### src/dpb_pkg.sv
// Shared types, widths and constants for the depth pixel back-projection block.
// Used by every module under src; depends on nothing.
package dpb_pkg;

    // Fixed field widths
    localparam int DEPTH_W  = 16;
    localparam int SCALE_W  = 16;
    localparam int FOCAL_W  = 20;
    localparam int CENTER_W = 20;
    localparam int PIXEL_W  = 12;
    localparam int COLOUR_W = 8;
    localparam int Q_W      = 32;

    // Design constants
    localparam int COORD_BITS = 12;
    localparam int FRAC_BITS  = 16;

    // Derived widths
    localparam int POS_W   = COORD_BITS + 8;
    localparam int MAG_W   = (POS_W > CENTER_W) ? POS_W : CENTER_W;
    localparam int A_W     = MAG_W + DEPTH_W;
    localparam int D_W     = SCALE_W + FOCAL_W;
    localparam int CMP_W   = A_W + D_W;
    localparam int SHIFT   = Q_W - FRAC_BITS;
    localparam int DIV_LAT = Q_W + 1;

    // Configuration port
    localparam int ADDR_W = 5;
    localparam int DATA_W = 32;
    localparam int IDX_W  = ADDR_W - 2;

    localparam logic [IDX_W-1:0] REG_DEPTH_SCALE = 3'd0;
    localparam logic [IDX_W-1:0] REG_FOCAL_X     = 3'd1;
    localparam logic [IDX_W-1:0] REG_FOCAL_Y     = 3'd2;
    localparam logic [IDX_W-1:0] REG_CENTER_X    = 3'd3;
    localparam logic [IDX_W-1:0] REG_CENTER_Y    = 3'd4;

    localparam logic [SCALE_W-1:0]  RST_DEPTH_SCALE = 16'd1000;
    localparam logic [FOCAL_W-1:0]  RST_FOCAL_X     = 20'd134400;
    localparam logic [FOCAL_W-1:0]  RST_FOCAL_Y     = 20'd134400;
    localparam logic [CENTER_W-1:0] RST_CENTER_X    = 20'd81792;
    localparam logic [CENTER_W-1:0] RST_CENTER_Y    = 20'd61312;

    localparam logic [Q_W-1:0] CAP_POS = 32'h7FFF_FFFF;
    localparam logic [Q_W-1:0] CAP_NEG = 32'h8000_0000;

    typedef logic [COORD_BITS-1:0] coord_t;

    typedef struct packed {
        logic [SCALE_W-1:0]  depth_scale;
        logic [FOCAL_W-1:0]  focal_x;
        logic [FOCAL_W-1:0]  focal_y;
        logic [CENTER_W-1:0] center_x;
        logic [CENTER_W-1:0] center_y;
    } cfg_t;

    typedef struct packed {
        logic                neg_x;
        logic                neg_y;
        logic [COLOUR_W-1:0] blue;
        logic [COLOUR_W-1:0] green;
        logic [COLOUR_W-1:0] red;
    } side_t;

endpackage

### src/dpb_prep.sv
// Front end: pixel offset from the principal point, then numerator and
// divisor products for the three divisions. Two register stages. Uses dpb_pkg.
module dpb_prep import dpb_pkg::*;
(
    input  logic                clk,
    input  logic                rst_n,
    input  logic                accept,
    input  logic [PIXEL_W-1:0]  pixel_column,
    input  logic [PIXEL_W-1:0]  pixel_row,
    input  logic [DEPTH_W-1:0]  pixel_depth,
    input  logic [COLOUR_W-1:0] in_blue,
    input  logic [COLOUR_W-1:0] in_green,
    input  logic [COLOUR_W-1:0] in_red,
    input  cfg_t                cfg,
    output logic                valid,
    output side_t               side,
    output logic [A_W-1:0]      num_x,
    output logic [D_W-1:0]      den_x,
    output logic [A_W-1:0]      num_y,
    output logic [D_W-1:0]      den_y,
    output logic [A_W-1:0]      num_z,
    output logic [D_W-1:0]      den_z
);

    logic [MAG_W-1:0]   pos_x;
    logic [MAG_W-1:0]   pos_y;
    logic [MAG_W-1:0]   cen_x;
    logic [MAG_W-1:0]   cen_y;
    logic               neg_x_next;
    logic               neg_y_next;

    logic               v1_reg;
    logic [MAG_W-1:0]   mag_x_reg;
    logic [MAG_W-1:0]   mag_y_reg;
    logic [DEPTH_W-1:0] depth_reg;
    side_t              side1_reg;

    logic               v2_reg;
    side_t              side2_reg;
    logic [A_W-1:0]     num_x_reg;
    logic [D_W-1:0]     den_x_reg;
    logic [A_W-1:0]     num_y_reg;
    logic [D_W-1:0]     den_y_reg;
    logic [A_W-1:0]     num_z_reg;
    logic [D_W-1:0]     den_z_reg;

    // Pixel index in Q.8 against the Q.8 principal point
    assign pos_x = MAG_W'({coord_t'(pixel_column), 8'h00});
    assign pos_y = MAG_W'({coord_t'(pixel_row), 8'h00});
    assign cen_x = MAG_W'(cfg.center_x);
    assign cen_y = MAG_W'(cfg.center_y);
    assign neg_x_next = cen_x > pos_x;
    assign neg_y_next = cen_y > pos_y;

    always_ff @(posedge clk or negedge rst_n)
    begin
        if (!rst_n)
        begin
            v1_reg <= 1'b0;
            v2_reg <= 1'b0;
        end
        else
        begin
            // drop pixels without a depth measurement
            v1_reg <= accept && (pixel_depth != '0);
            v2_reg <= v1_reg;
        end
    end

    always_ff @(posedge clk)
    begin
        mag_x_reg       <= neg_x_next ? cen_x - pos_x : pos_x - cen_x;
        mag_y_reg       <= neg_y_next ? cen_y - pos_y : pos_y - cen_y;
        depth_reg       <= pixel_depth;
        side1_reg.neg_x <= neg_x_next;
        side1_reg.neg_y <= neg_y_next;
        side1_reg.blue  <= in_blue;
        side1_reg.green <= in_green;
        side1_reg.red   <= in_red;

        side2_reg <= side1_reg;
        num_x_reg <= A_W'(mag_x_reg) * A_W'(depth_reg);
        num_y_reg <= A_W'(mag_y_reg) * A_W'(depth_reg);
        num_z_reg <= A_W'(depth_reg);
        den_x_reg <= D_W'(cfg.depth_scale) * D_W'(cfg.focal_x);
        den_y_reg <= D_W'(cfg.depth_scale) * D_W'(cfg.focal_y);
        den_z_reg <= D_W'(cfg.depth_scale);
    end

    assign valid = v2_reg;
    assign side  = side2_reg;
    assign num_x = num_x_reg;
    assign den_x = den_x_reg;
    assign num_y = num_y_reg;
    assign den_y = den_y_reg;
    assign num_z = num_z_reg;
    assign den_z = den_z_reg;

endmodule

### config.mk
export PLATFORM = sky130hd
export DESIGN_NAME = dpb_prep
export DESIGN_NICKNAME = d
export VERILOG_FILES = /design/src/dpb_pkg.sv /design/src/dpb_prep.sv
export SDC_FILE = /design/constraint.sdc
export NUM_CORES = 2
export LEC_CHECK = 0
export BUFFER_PORTS_ARGS = -buffer_cell sky130_fd_sc_hd__buf_2
export CAP_MARGIN = 5
export CORE_UTILIZATION = 63
export CTS_CLUSTER_SIZE = 30
export DETAILED_ROUTE_END_ITERATION = 8
export PLACE_DENSITY = 0.83
export SYNTH_ARGS = -nofsm -noshare
export SYNTH_HDL_FRONTEND = slang
export SYNTH_SLANG_ARGS = --single-unit
### constraint.sdc
create_clock -name clk -period 6.6 [get_ports clk]
set_input_delay 0.33 -clock clk [delete_from_list [all_inputs] [get_ports clk]]
set_output_delay 0.33 -clock clk [all_outputs]
set_load 0.05 [all_outputs]
-- Word level (Yosys, flattened, before mapping)
Cells that the tools add are included.
- bits in registers: 286
- bits of input ports: 163
- output and inout bits: 243
- word-level logic and storage cells: 35
- $add $sub $neg: 4
- $mul: 4
- $lt $le $gt $ge: 2
- muxes and demuxes: 2
- reductions and logical operators: 2
- operators by type and width (operator ; count):
    20-bit subtractor ; 4
    16-bit by 20-bit multiplier with 36-bit output ; 2
    20-bit by 16-bit multiplier with 36-bit output ; 2
    20-bit greater-than comparator ; 2
    20-bit 2-to-1 mux ; 2
    16-bit nonzero test ; 1
    1-bit logical AND ; 1

-- Logic depth before layout (Yosys ltp)
- depth in word-level cells: 2
- depth in mapped cells: 23
- mapped depth without buffers: 22

-- Least setup slack after synthesis
No wires, ideal clock.
- path kind: input -> register
- start point: in cfg[78] in the netlist's numbering
- end point: reg den_x_reg[32] (netlist: den_x[32])
- setup time: 72 ps
- arrival: 5805 ps
- data required time: 6528 ps
- slack: 723 ps
- cell stages on the path: 20
- buffers on the path: 2
- cells stage by stage: clkbuf_1 > nand2_1 > fa_1 > fa_1 > inv_1 > fa_1 > fa_1 > fa_1 > inv_1 > fa_1 > inv_1 > ha_1 > clkbuf_1 > a21oi_1 > o21ai_0 > or2_2 > o31a_1 > a41o_1 > o31ai_1 > xnor2_1
- cells in the longest elaborated chain, start to end: 1
- RTL lines (element ; RTL line ; RTL):
    start: declaration ; dpb_prep.sv:14 ; input cfg_t cfg,
    16-bit by 20-bit multiplier with 36-bit output ; dpb_prep.sv:85 ; den_x_reg <= D_W'(cfg.depth_scale) * D_W'(cfg.focal_x);
    end signal: assignment ; dpb_prep.sv:85 ;
    end: declaration ; dpb_prep.sv:41 ; logic [D_W-1:0] den_x_reg;
Every way passes these cells.

-- Final worst setup path
- start point: reg mag_y_reg[10]
- end point: reg num_y_reg[31] (netlist: num_y[31])
- cells in the longest elaborated chain, start to end: 1
- RTL lines (element ; RTL line ; RTL):
    start: declaration ; dpb_prep.sv:34 ; logic [MAG_W-1:0] mag_y_reg;
    start signal: assignment ; dpb_prep.sv:73 ; mag_y_reg <= neg_y_next ? cen_y - pos_y : pos_y - cen_y;
    20-bit by 16-bit multiplier with 36-bit output ; dpb_prep.sv:83 ; num_y_reg <= A_W'(mag_y_reg) * A_W'(depth_reg);
    end signal: assignment ; dpb_prep.sv:83 ;
    end: declaration ; dpb_prep.sv:42 ; logic [A_W-1:0] num_y_reg;
Every way passes these cells.

==> metrics <==
DR vias=between 30k and 40k; Worst Hold Class=primary input to register; remaining antenna violation count=0; Port Buffers=between 300 and 400; number of synthesized register bits=roughly 290; flop-to-flop setup slack=between 0.2 and 0.25 ns; largest net degree at the start of global routing=between 40 and 50; layout cells sized above 1=0.09854; period utilization=0.9652; Fill cells=~6k; clock buffer depth=3; slowest CP cell=dfxtp_1; Bufs and invs on worst path=4; first-pass GRT wire length=203,900 microns; Seq/Total Area, Yosys=0.1141; GRT Residual Overflow=0; fmax=between 0.15 and 0.2 GHz; antenna violations before repair=4; Synth cell types=79; CTS tree=yes; Main synth FF type=dfxtp_1; final wirelength=123,200 microns; max incr delay on CP=around 0.74 ns; synthesized cell area=~50,000 sq um; Max-slew headroom=0.3058; setup violators final=0; Syn Inst Count=5,530; maxcap violations=0; Post-synth EDFFs=0; share of async-settable or async-resettable flops after synthesis=0.006993; Yosys top cell area share=0.3990; Floorplan Core Area=~79,000 sq um; commonest cells after routing, fill and taps aside=inv_1, fa_1, nand2_1; Worst-Skew Late Latency=about 0.56 ns; Slew @ Worst Pin=1.040 ns; leading area contributor after synthesis=fa_1; Area growth, synth to finish=9.305%; DRT Pass-1 Iters=6; wire per inst=about 18 microns; max-slew violation count=0; Required @ worst endpoint=between 7 and 8 ns; final clock skew=0.02020 ns; Die Span Y=284.5 microns; Crit path arrival time=6.82 ns; number of H-tree levels=2; status=complete, no violations; most used cell, CP=fa_1; Max Fanout on Critical Path=16; critical path startpoint category=register; ranking of synthesized cells by area=fa_1, ha_1, dfxtp_1; Root Driver=clkbuf_16; delay-heaviest family, CP=adder cells; crit path kind=register to register; post-DP HPWL=just under 100,000 microns; unrepaired setup endpoints after global routing=no; initial DRC count=about 2.4k; Vias/cell=around 5.6; CTS clk-pin slew, worst paths=about 0.070 ns; starting density of the core=0.6364; commonest non-fill, non-tap cell in the layout=inv_1; Final #Nets=around 7.5k; GPL Wtd Cong=just over 0.9; final hold viol count=0; vias in the first global route=roughly 42k; CP endpoint kind=register; Avg Inst Size Synth=roughly 9 sq um; I/O Pins=approximately 400; total die area=80,940 sq um; cts bufs inserted=35; setup TNS=0 ns; Rows=between 100 and 150; Overall Global Routing Usage=0.3133; synth warn=0; worst path cell trace=nand2_1 -> fa_1 -> fa_1 -> fa_1 -> inv_1 -> fa_1 -> fa_1 -> inv_1 -> fa_1 -> inv_1 -> ha_1 -> a21o_1 -> a21oi_1 -> nor4b_1 -> o21a_1 -> a211oi_1 -> a311oi_1 -> buf_4 -> o31a_1 -> xnor2_1; Die X=between 200 and 300 microns; DRC viols=0; TritonCTS Sinks=286; minimum clock period after layout=about 6.4 ns
-- worst reg2reg max path: stages, from the launching register on --
cell      delay (ns)
dfxtp_1         0.74
nand2_1         0.17
fa_1            0.52
fa_1            0.51
fa_1            0.52
inv_1           0.06
fa_1            0.49
fa_1            0.51
inv_1           0.06
fa_1            0.49
inv_1           0.05
ha_1            0.36
a21o_1          0.18
a21oi_1         0.09
nor4b_1         0.16
o21a_1          0.11
a211oi_1        0.51
a311oi_1        0.18
buf_4           0.18
o31a_1          0.25
xnor2_1         0.13
-- Yosys cell counts, drive strengths merged (5+ instances only) --
library cell	number
inv	1140
nand3	34
buf	43
fa	1002
nor4	5
o21bai	26
xnor2	93
o211ai	7
a211o	7
nor2b	23
o21a	17
a21o	90
a311oi	6
a31oi	21
mux2i	10
o21ai	90
a221o	6
nor3	26
dfxtp	284
nand2b	12
and3	15
xor2	65
a21oi	164
a41oi	6
nor2	82
o41ai	5
nand4	16
a211oi	22
and2	582
nand2	804
o31ai	17
or2	6
ha	478
clkbuf	253
-- cell families (layout without fill, tap and decap cells) --
family | Yosys count | in the layout | share of synthesized area
and+or+nand+nor | 1626 | 1626 | 0.1577
DFF | 286 | 286 | 0.1141
buffers and inverters | 1436 | 1743 | 0.1108
adders and majority gates | 1480 | 1480 | 0.5179
xor gates and xnor gates | 158 | 158 | 0.02752
other | 1 | 41 | 0.00007458
muxes | 10 | 10 | 0.001991
AOI/OAI and AO/OA | 533 | 533 | 0.06990
-- final timing paths --
kind | startpoint | endpoint | cells after the start
worst min-delay path | cfg[5] | mag_y_reg[5]$_DFF_P_ | 2
worst min register to register | side1_reg[15]$_DFF_P_ | side[15]$_DFF_P_ | 0
worst max-delay path | mag_y_reg[10]$_DFF_P_ | num_y[31]$_DFF_P_ | 20
worst max register to register | mag_y_reg[10]$_DFF_P_ | num_y[31]$_DFF_P_ | 20
min in group asynchronous | rst_n | valid$_DFF_PN0_ | 2
max in group asynchronous | rst_n | v1_reg$_DFF_PN0_ | 2
-- per-stage QoR --
step,hold WS (ns),worst slack [ns],std cells,utilization,cell area (sq um)
final,0.02578,0.2298,6927,0.6957,54960
after global routing,0.01622,0.02509,6926,0.6956,54950
after CTS,0.002361,0.2006,6926,0.6955,54950
after detailed placement,0.1166,0.03307,6810,0.6744,53270
after global placement,0.1133,0.2047,6810,0.6744,53270
after floorplan,0.03441,0.7225,5569,-,50420
-- per-layer routing --
metal,share of wire,track usage,vias up
met5,0.00036,0,-
met4,0.047,0.1433,8
met3,0.070,0.04294,423
met2,0.52,0.5693,1627
met1,0.36,0.3652,19442
li1,-,-,17219
-- repair_timing --
item,CTS,global route
hold buffers,52,0
endpoints found under the hold margin,53,0
resized for setup,0,7
setup buffers,0,0
endpoints found under the setup margin,0,6
-- final cells by class --
class,count,area (sq um),share of cell area
Antenna cell,1,2.502,0.00004553
Clock buffer,47,1012,0.01842
Clock inverter,17,138.9,0.002527
Inverter,1140,4279,0.07786
Multi-Input combinational cell,3847,39120,0.7118
Sequential cell,286,5743,0.1045
Tap cell,1050,1314,0.02391
Timing Repair Buffer,539,3351,0.06097
Power is left out: the tool's default activity adds up to more than one toggle a clock period on the data nets, which glitch-free logic cannot reach.
