--- src/dpb_pkg.sv ---
// Shared types, widths and constants for the depth pixel back-projection block.
// Used by every module under src; depends on nothing.
package dpb_pkg;

    // Fixed field widths
    localparam int DEPTH_W  = 16;
    localparam int SCALE_W  = 16;
    localparam int FOCAL_W  = 20;
    localparam int CENTER_W = 20;
    localparam int PIXEL_W  = 12;
    localparam int COLOUR_W = 8;
    localparam int Q_W      = 32;

    // Design constants
    localparam int COORD_BITS = 12;
    localparam int FRAC_BITS  = 16;

    // Derived widths
    localparam int POS_W   = COORD_BITS + 8;
    localparam int MAG_W   = (POS_W > CENTER_W) ? POS_W : CENTER_W;
    localparam int A_W     = MAG_W + DEPTH_W;
    localparam int D_W     = SCALE_W + FOCAL_W;
    localparam int CMP_W   = A_W + D_W;
    localparam int SHIFT   = Q_W - FRAC_BITS;
    localparam int DIV_LAT = Q_W + 1;

    // Configuration port
    localparam int ADDR_W = 5;
    localparam int DATA_W = 32;
    localparam int IDX_W  = ADDR_W - 2;

    localparam logic [IDX_W-1:0] REG_DEPTH_SCALE = 3'd0;
    localparam logic [IDX_W-1:0] REG_FOCAL_X     = 3'd1;
    localparam logic [IDX_W-1:0] REG_FOCAL_Y     = 3'd2;
    localparam logic [IDX_W-1:0] REG_CENTER_X    = 3'd3;
    localparam logic [IDX_W-1:0] REG_CENTER_Y    = 3'd4;

    localparam logic [SCALE_W-1:0]  RST_DEPTH_SCALE = 16'd1000;
    localparam logic [FOCAL_W-1:0]  RST_FOCAL_X     = 20'd134400;
    localparam logic [FOCAL_W-1:0]  RST_FOCAL_Y     = 20'd134400;
    localparam logic [CENTER_W-1:0] RST_CENTER_X    = 20'd81792;
    localparam logic [CENTER_W-1:0] RST_CENTER_Y    = 20'd61312;

    localparam logic [Q_W-1:0] CAP_POS = 32'h7FFF_FFFF;
    localparam logic [Q_W-1:0] CAP_NEG = 32'h8000_0000;

    typedef logic [COORD_BITS-1:0] coord_t;

    typedef struct packed {
        logic [SCALE_W-1:0]  depth_scale;
        logic [FOCAL_W-1:0]  focal_x;
        logic [FOCAL_W-1:0]  focal_y;
        logic [CENTER_W-1:0] center_x;
        logic [CENTER_W-1:0] center_y;
    } cfg_t;

    typedef struct packed {
        logic                neg_x;
        logic                neg_y;
        logic [COLOUR_W-1:0] blue;
        logic [COLOUR_W-1:0] green;
        logic [COLOUR_W-1:0] red;
    } side_t;

endpackage

--- src/dpb_cfg.sv ---
// APB-style register file holding the camera intrinsics and depth scale.
// Depends on dpb_pkg.
module dpb_cfg import dpb_pkg::*;
(
    input  logic              clk,
    input  logic              rst_n,
    input  logic              psel,
    input  logic              penable,
    input  logic              pwrite,
    input  logic [ADDR_W-1:0] paddr,
    input  logic [DATA_W-1:0] pwdata,
    output logic [DATA_W-1:0] prdata,
    output logic              pready,
    output cfg_t              cfg
);

    cfg_t             cfg_reg;
    cfg_t             cfg_next;
    logic [IDX_W-1:0] idx;

    assign idx    = paddr[ADDR_W-1:2];
    assign pready = 1'b1;
    assign cfg    = cfg_reg;

    always_comb
    begin
        cfg_next = cfg_reg;
        if (psel && penable && pwrite)
        begin
            unique case (idx)
                REG_DEPTH_SCALE: cfg_next.depth_scale = pwdata[SCALE_W-1:0];
                REG_FOCAL_X:     cfg_next.focal_x     = pwdata[FOCAL_W-1:0];
                REG_FOCAL_Y:     cfg_next.focal_y     = pwdata[FOCAL_W-1:0];
                REG_CENTER_X:    cfg_next.center_x    = pwdata[CENTER_W-1:0];
                REG_CENTER_Y:    cfg_next.center_y    = pwdata[CENTER_W-1:0];
                default:         cfg_next = cfg_reg;
            endcase
        end
    end

    always_comb
    begin
        unique case (idx)
            REG_DEPTH_SCALE: prdata = DATA_W'(cfg_reg.depth_scale);
            REG_FOCAL_X:     prdata = DATA_W'(cfg_reg.focal_x);
            REG_FOCAL_Y:     prdata = DATA_W'(cfg_reg.focal_y);
            REG_CENTER_X:    prdata = DATA_W'(cfg_reg.center_x);
            REG_CENTER_Y:    prdata = DATA_W'(cfg_reg.center_y);
            default:         prdata = '0;
        endcase
    end

    always_ff @(posedge clk or negedge rst_n)
    begin
        if (!rst_n)
        begin
            cfg_reg.depth_scale <= RST_DEPTH_SCALE;
            cfg_reg.focal_x     <= RST_FOCAL_X;
            cfg_reg.focal_y     <= RST_FOCAL_Y;
            cfg_reg.center_x    <= RST_CENTER_X;
            cfg_reg.center_y    <= RST_CENTER_Y;
        end
        else
        begin
            cfg_reg <= cfg_next;
        end
    end

endmodule

--- config.mk ---
export PLATFORM = sky130hd
export DESIGN_NAME = dpb_cfg
export DESIGN_NICKNAME = d
export VERILOG_FILES = /design/src/dpb_pkg.sv /design/src/dpb_cfg.sv
export SDC_FILE = /design/constraint.sdc
export NUM_CORES = 1
export LEC_CHECK = 0
export BUFFER_PORTS_ARGS = -buffer_cell sky130_fd_sc_hd__buf_2
export CAP_MARGIN = 40
export CELL_PAD_IN_SITES_DETAIL_PLACEMENT = 1
export CELL_PAD_IN_SITES_GLOBAL_PLACEMENT = 1
export CORE_ASPECT_RATIO = 0.5
export CORE_MARGIN = 8
export CORE_UTILIZATION = 31
export DETAILED_ROUTE_END_ITERATION = 7
export PLACE_DENSITY = 0.77
export SYNTH_ARGS = -nofsm -noshare
export SYNTH_HDL_FRONTEND = slang
export SYNTH_SLANG_ARGS = --single-unit
--- constraint.sdc ---
create_clock -name clk -period 3.75 [get_ports clk]
set_input_delay 1.125 -clock clk [delete_from_list [all_inputs] [get_ports clk]]
set_output_delay 1.125 -clock clk [all_outputs]
set_load 0.01 [all_outputs]
# ---- After elaboration in Yosys (flattened, before gate mapping)
# Cells that the tools add are included.
dict set report totals {
  register_bits 96
  inputBits 42
  out_inout_bits 129
}
dict set report op_classes {
  n_eq_ne 4
  n_mux 1
  n_reduce_logical 8
}
# op n
set ops {}
lappend ops {{case mux 20 bit (5 select lines)} 1}
lappend ops {{AND reduction 2 bit} 5}
lappend ops {{== test 3 x 2 -> 1 bit (second input constant)} 2}
lappend ops {{== test 3 x 1 -> 1 bit (second input constant)} 1}
lappend ops {{== test 3 bit (second input constant)} 1}
lappend ops {{zero test 3 bit} 1}
lappend ops {{logical AND 1 bit} 2}

# ---- Depth between registers and ports, before layout
# Gate-level depths: netlist of run 1.
dict set report depth {
  word_depth 3
  depth_mapped 6
}

# ---- Worst setup path before layout of run 1
# OpenSTA, ideal clock, no wires.
dict set report synth_timing {
  path_type {input -> output}
  startpoint {in paddr[4]}
  endpoint {out prdata[0]}
  arrival_ns 2.086
  required_ns 2.625
  slack_ns 0.539
  cell_stages 4
  path_buffers 2
  path_cell_list {buf_4 > buf_6 > mux2_2 > a221o_1}
}
dict set report synth_via {
  elab_chain_cells 2
  elab_cells_between_ends 6
}
# item line_no
set synth_rtl {}
lappend synth_rtl {{start, declared} dpb_cfg.sv:10} ;# input logic [ADDR_W-1:0] paddr,
lappend synth_rtl {{== test 3 bit, or another cell as far along} dpb_cfg.sv:43} ;# unique case (idx)
lappend synth_rtl {{case mux 20 bit (5 select lines) *} dpb_cfg.sv:43}
lappend synth_rtl {{end, declared} dpb_cfg.sv:12} ;# output logic [DATA_W-1:0] prdata,
# Mark *: on every way between the ends. The rest lies on a longest branch, timed or not.

# ---- Worst setup path in the final report of run 1
dict set report layout_timing {
  startpoint {in paddr[2]}
  endpoint {out prdata[12]}
}
# Same word-level chain as after synthesis.

==> results of run 1 <==
[power groups by stage]
stage	registers [W]	logic, W	clock network [W]
after detailed placement	0.00146	0.000797	0
final	0.00144	0.000780	0.000894
after global routing	0.00147	0.000847	0.000951
after CTS	0.00144	0.000802	0.000917
after floorplan	0.00153	0.000315	0
after global placement	0.00145	0.000776	0
[stage by stage]
| stage | utilization (%) | hold WS, ns | instances | worst slack, ns | area [µm²] |
|---|---|---|---|---|---|
| 2_1_floorplan | - | 0.5437 | 328 | 0.5388 | 4588 |
| 4_1_cts | 40.26 | 0.5112 | 675 | 0.1577 | 5793 |
| 6_report | 40.27 | 0.5067 | 676 | 0.2109 | 5796 |
| 3_5_place_dp | 38.26 | 0.4968 | 659 | 0.1685 | 5505 |
| 5_1_grt | 40.27 | 0.5338 | 676 | 0.1297 | 5796 |
| 3_3_place_gp | 38.26 | 0.4862 | 659 | 0.1873 | 5505 |
[layout make-up]
cell class	instances	share of cell area, %
Clock inverter	1	0.5181
Sequential cell	96	42.10
Antenna cell	1	0.04318
Timing Repair Buffer	166	15.37
Clock buffer	15	4.447
Multi-Input combinational cell	199	33.25
Tap cell	198	4.275
[layer usage]
layer  wire (µm)  up-vias  GRT usage, %
met5           0        -             0
met4         181        0         4.609
met3         619       17         3.574
met2        7661       62         27.38
met1        5480     1660         15.91
li1            -     1458             -
[Yosys cell counts, drive strengths merged]
master,number,share of area [%]
mux2,111,27
dfrtp,66,36
buf,33,5.3
dfstp,30,17
mux2i,20,4.4
nor2,16,1.3
a221o,14,3.1
a22oi,5,0.83
o22ai,5,0.69
nor3b,3,0.61
and2b,2,0.33
conb,2,0.17
nor3,2,0.58
a21o,1,0.17
a21oi,1,0.11
nand2,1,0.082
nand2b,1,0.14
nand4,1,0.14
nand4b,1,0.52
nor2b,1,0.19
o32ai,1,0.19
[final timing paths]
kind | slack, ns | end | cells after the start | from
hold / removal | 0.51 | cfg[0]$_DFFE_PN0P_ | 1 | cfg[0]$_DFFE_PN0P_
min in group asynchronous | 0.90 | cfg[69]$_DFFE_PN0P_ | 1 | rst_n
max in group asynchronous | 2.04 | cfg[83]$_DFFE_PN1P_ | 2 | rst_n
setup reg to reg | 2.90 | cfg[78]$_DFFE_PN0P_ | 1 | cfg[78]$_DFFE_PN0P_
hold reg to reg | 0.51 | cfg[0]$_DFFE_PN0P_ | 1 | cfg[0]$_DFFE_PN0P_
setup / recovery | 0.21 | prdata[12] | 5 | paddr[2]
[critical path: stages]
cell	delay (ns)
buf_2	0.12
nor2_1	0.56
buf_4	0.30
a221o_1	0.17
buf_2	0.14
[cells by family after synthesis]
group / after synthesis
AND/OR/NAND/NOR: 28
other: 2
buffers and inverters: 33
flip-flops: 96
AO/OA/AOI/OAI: 27
multiplexers: 131
==> summary.md, run 1 <==
| Metric | Value |
|---|---|
| Logic pwr share | 25.0% |
| GPL Wtd Cong | about 0.77 |
| Largest net degree at the start of global routing | 65 |
| Tot Pwr | 0.003115 W |
| RSZ-0062 raised after global routing | no |
| Total Wirelength | between 10,000 and 15,000 µm |
| HPWL after detailed placement | roughly 11,000 µm |
| Crit share post-route | 94.38% |
| PostCTS Resize Cnt | 0 |
| CP startpoint kind | input port |
| Register area | roughly 2400 µm² |
| Port Buffers | 143 |
| P_sw | 0.0009212 W |
| Sequential-to-total area share from yosys stat | 53.66% |
| CTS root buffer | clkbuf_16 |
| Synthesized area per cell | 14.34 µm² |
| Most frequent cells in the layout | buf_2, mux2_1, dfrtp_1, mux2_2, dfstp_2 |
| DR vias/cell | ~4.7 |
| CTS Buf Count | 9 |
| Initial core utilization | about a third |
| Final global-route overflow total | 0 |
| Layout cell share with drive strength beyond 1 | roughly 53% |
| Largest family of logic cells by synthesized area | multiplexers |
| Outcome | finished, final reports clean |
| Post-Synth XOR/XNOR Area | 0% |
| Hold Fails Final Rpt | 0 |
| Sw Ratio | slightly below 30% |
| CTS tree | built |
| Vias after detailed routing | roughly 3,200 |
| Seq pwr share | ~46% |
| Initial antenna violation count | 1 |
| # IOs | about 170 |
| Yosys cell types | 26 |
| Post-synthesis mux area share | 31.89% |
| # nets final | 514 |
| Wire per inst | roughly 21 µm |
| Adder-cell share of the synthesized area | 0% |
| Number of remaining DRC errors | 0 |
| MaxCap Viol Count | 0 |
| Cell Int Power | about 0.0022 W |
| Clock Power Share | between 20% and 30% |
| Leakage | 2.921 nW |
| Max clock buf depth | 2 |
| Largest fanout on the critical path | 8 |
| Core region area | 14,390 µm² |
| Yosys reg bits | 96 |
| Setup Fix Bufs, Post-CTS | 0 |
| Clk_skew | 0 ns |
| Die H | between 100 and 150 µm |
| Hold Crit Class | reg -> reg |
| Sum Neg Setup Slack | 0 ns |
| Power per standard cell area | approximately 540 nW/µm² |
| Critical Path RT | 2.62 ns |
| Area of the multi-input gates | roughly 1900 µm² |
| Yosys warns | 0 |
| Compound-Gate Fraction of Synth Area | roughly 5.1% |
| Row cnt | 31 |
| Synth-to-Final Area Change | 27.46% |
| Antenna Nets Post-Route | 0 |
| Most common cell after layout, fill and taps aside | buf_2 |
| Worst-Margin Slew | 0.8256 ns |
| DRT iter0 DRCs | ~120 |
| H-tree depth | 3 |
| Filler cells | approximately 1,500 |
| First-pass DRT Iterations | 4 |
| Worst path arrival time | roughly 2.4 ns |
| Number of global-route vias before repair | approximately 3,600 |
| Mapped cell area | ~4500 µm² |
| Synth Area in Simple Gates | roughly 3.9% |
| All-layer global routing usage | ~14% |
| Crit Path Class | in -> out |
| Crit path capture type | output pin |
| Fmax | between 0.2 and 0.3 GHz |
| Final Max Tran Viols | 0 |
| Global-route wire length before repair | around 21,000 µm |
| Die ar. | between 15,000 and 20,000 µm² |
| Clock Latency Late Sink | roughly 0.33 ns |
| Slew margin rel. | 44.96% |
| Clk sinks | 96 |
| Max reg flops | 96 |
| Hold-fix buffers at CTS | 0 |
| Setup violations, final | 0 |
| Die X | 187.3 µm |
| Syn Inst Count | around 320 |
| Clock-pin transition on the worst setup and hold timing paths | around 0.06 ns |
| Fin crit period | around 3.5 ns |
| VDD IR max | around 0.20 mV |
Power figures use the tool's default switching activity.
==> run 2, diff against run 1 <==
--- a/config.mk
+++ b/config.mk
@@ -14,6 +14,7 @@
 export CORE_UTILIZATION = 31
 export DETAILED_ROUTE_END_ITERATION = 7
 export PLACE_DENSITY = 0.77
+export RECOVER_POWER = 25
 export SYNTH_ARGS = -nofsm -noshare
 export SYNTH_HDL_FRONTEND = slang
 export SYNTH_SLANG_ARGS = --single-unit
==> run 2 against run 1 <==
The run now ends with max-capacitance violations, max-slew violations left. Global-route usage did not move. Sequential power is essentially flat. Non-clock buffer count is the same. Final cell count is the same. Count of clock-buffer cells in the layout did not move. Routed wire length stayed put. Sequential share of layout area up 0.073 points. Setup slack got worse by 0.00065 ns. Critical path depth unchanged. Worst hold slack is the same. Via count is essentially flat. First-iteration DRC count is 0.85% higher. Critical path type unchanged. Critical endpoint unchanged. Largest cell class unchanged. Highest routed layer unchanged.
==> summary.md, run 2 (same netlist as run 1, synthesis figures left out) <==
| Metric | Value |
|---|---|
| Outcome | finished with violations |
| Failing checks | max-capacitance violations, max-slew violations |
| RSZ-0062 raised after global routing | no |
| Met3 WL | 634 µm (+2.4%) |
| Most frequent cells in the layout | buf_2, mux2_1, dfrtp_1, mux2_2, dfstp_2 |
| CTS root buffer | clkbuf_16 |
| MaxCap Viol Count | 1 (+1) |
| Core region area | 14,390 µm² (unchanged) |
| Initial antenna violation count | 1 (unchanged) |
| PostCTS Resize Cnt | 0 (unchanged) |
| DRT iter0 DRCs | 118 (+0.85%) |
| Crit Path Class | in -> out |
| Met2 wire len | 7648 µm (-0.17%) |
| Final Max Tran Viols | 65 (+65) |
| First-pass DRT Iterations | 4 (unchanged) |
| Largest fanout on the critical path | 8 (unchanged) |
| Layout cell share with drive strength beyond 1 | 52.62% (-0.42 points) |
| Crit-path slowest cell | nor2_1 |
| All-layer global routing usage | 14.45% (unchanged) |
| Worst Hold End | cfg[0]$_DFFE_PN0P_ |
| Reg2reg path depth | 1 (unchanged) |
| WP buf/inv | 3 (unchanged) |
| Final Cell Area | 5786 µm² (-0.17%) |
| Critical Path RT | 2.62 ns (about the same) |
| Max Used Layer | met4 |
| Reg-to-reg endpoint | cfg[78]$_DFFE_PN0P_ |
| Hold Crit Depth | 1 (unchanged) |
| Max reg flops | 96 (unchanged) |
| Cell Chain, Critical Path | buf_2 -> nor2_1 -> buf_4 -> a221o_1 -> buf_2 |
| FF-to-FF Start | cfg[78]$_DFFE_PN0P_ |
| Fmax | 0.2825 GHz (about the same) |
| CP top delay family | buffers and inverters |
| Clock Latency Late Sink | 0.33 ns (about the same) |
| Port Buffers | 143 (unchanged) |
| Most used cell, CP | buf_2 |
| Die H | 101.6 µm (unchanged) |
| Wire per inst | 20.63 µm (unchanged) |
| CTS Buf Count | 9 (unchanged) |
| Global-route wire length before repair | 21,340 µm (unchanged) |
| Initial core utilization | 31.60% (unchanged) |
| Worst-Margin Slew | 1.617 ns (+0.7917 ns) |
| CTS tree | built |
| HP Start | cfg[0]$_DFFE_PN0P_ |
| VDD IR max | 0.2047 mV (+0.12%) |
| Number of remaining DRC errors | 0 (unchanged) |
| Crit share post-route | 94.39% (about the same) |
| Synth-to-Final Area Change | 27.24% |
| Hold Crit Class | reg -> reg |
| Min Hold Slack | 0.5067 ns (unchanged) |
| Row cnt | 31 (unchanged) |
| GPL Wtd Cong | 0.7652 (unchanged) |
| Power per standard cell area | 538.1 nW/µm² (+0.14%) |
| Final global-route overflow total | 0 (unchanged) |
| Largest stage delay, worst path | 0.56 ns (about the same) |
| Hold-fix buffers at CTS | 0 (unchanged) |
| Antenna Nets Post-Route | 0 (unchanged) |
| Crit path capture type | output pin |
| Sum Neg Setup Slack | 0 ns (unchanged) |
| # IOs | 171 (unchanged) |
| Slew margin rel. | -7.818% (-53 points) |
| Max clock buf depth | 2 (unchanged) |
| # nets final | 514 (unchanged) |
| Finished Core Util | 40.21% (-0.070 points) |
| DR vias/cell | 4.728 (about the same) |
| Area after DPL | 5505 µm² (unchanged) |
| Vias after detailed routing | 3,196 (-0.031%) |
| Number of global-route vias before repair | 3,596 (unchanged) |
| Clk sinks | 96 (unchanged) |
| Worst path arrival time | 2.41 ns (about the same) |
| Die ar. | 19,030 µm² (unchanged) |
| Die X | 187.3 µm (unchanged) |
| Hold Fails Final Rpt | 0 (unchanged) |
| R2R setup slack | 2.90 ns (about the same) |
| HPWL after detailed placement | 10,520 µm (unchanged) |
| Most common cell after layout, fill and taps aside | buf_2 |
| Largest net degree at the start of global routing | 65 (unchanged) |
| Setup Fix Bufs, Post-CTS | 0 (unchanged) |
| Setup violations, final | 0 (unchanged) |
| H-tree depth | 3 (unchanged) |
| Clock-pin transition on the worst setup and hold timing paths | 0.06 ns (about the same) |
| Fin crit period | 3.540 ns (+0.0006470 ns) |
| Leakage | 2.913 nW (-0.27%) |
| Clk_skew | 0 ns (unchanged) |
| CP startpoint kind | input port |
| Total Wirelength | 13,940 µm (unchanged) |
| Wire length on met1 | 5479 µm (about the same) |
[run 2: cell types whose count changed in the layout (fill, tap and decap cells not counted), sizes merged]
cell    delta
buf        -3
clkbuf     +3
[run 2: area by class of cell]
class                   instances  area, µm²
flip-flops and latches         96       2440
clock inverters                 1      30.03
fillers                      1551       8605
diodes                          1      2.502
multi-input cells             199       1927
repair buffers                166      880.8
clock buffers                  15      257.7
well taps                     198      247.7
[run 2: power breakdown]
part / switching [W] / internal, W
registers: 0.000154 / 0.00129
logic: 0.000410 / 0.000369
clock network: 0.000357 / 0.000537
total: 0.000921 / 0.00219
[run 2: how the worst max path moves through the flow]
stage,cells past startpoint,slack (ns),to,start
after floorplan,4,0.54,prdata[0],paddr[4]
after global placement,5,0.19,prdata[12],paddr[2]
after detailed placement,5,0.17,prdata[13],paddr[2]
after CTS,5,0.16,prdata[13],paddr[2]
after global routing,5,0.13,prdata[13],paddr[2]
final,5,0.21,prdata[12],paddr[2]
[run 2: per-stage QoR]
step | instances | total power, W | worst slack [ns]
global placement | 659 | 0.002223 | 0.1873
detailed placement | 659 | 0.002256 | 0.1685
finish | 676 | 0.003113 | 0.2102
CTS | 675 | 0.003161 | 0.1577
floorplan | 328 | 0.001842 | 0.5388
global route | 676 | 0.003268 | 0.1297
[run 2: routing by layer]
| layer | vias to the layer above | global-route usage (%) |
|---|---|---|
| met5 | - | 0 |
| met4 | 0 | 4.609 |
| met3 | 17 | 3.574 |
| met2 | 64 | 27.38 |
| met1 | 1656 | 15.91 |
| li1 | 1459 | - |
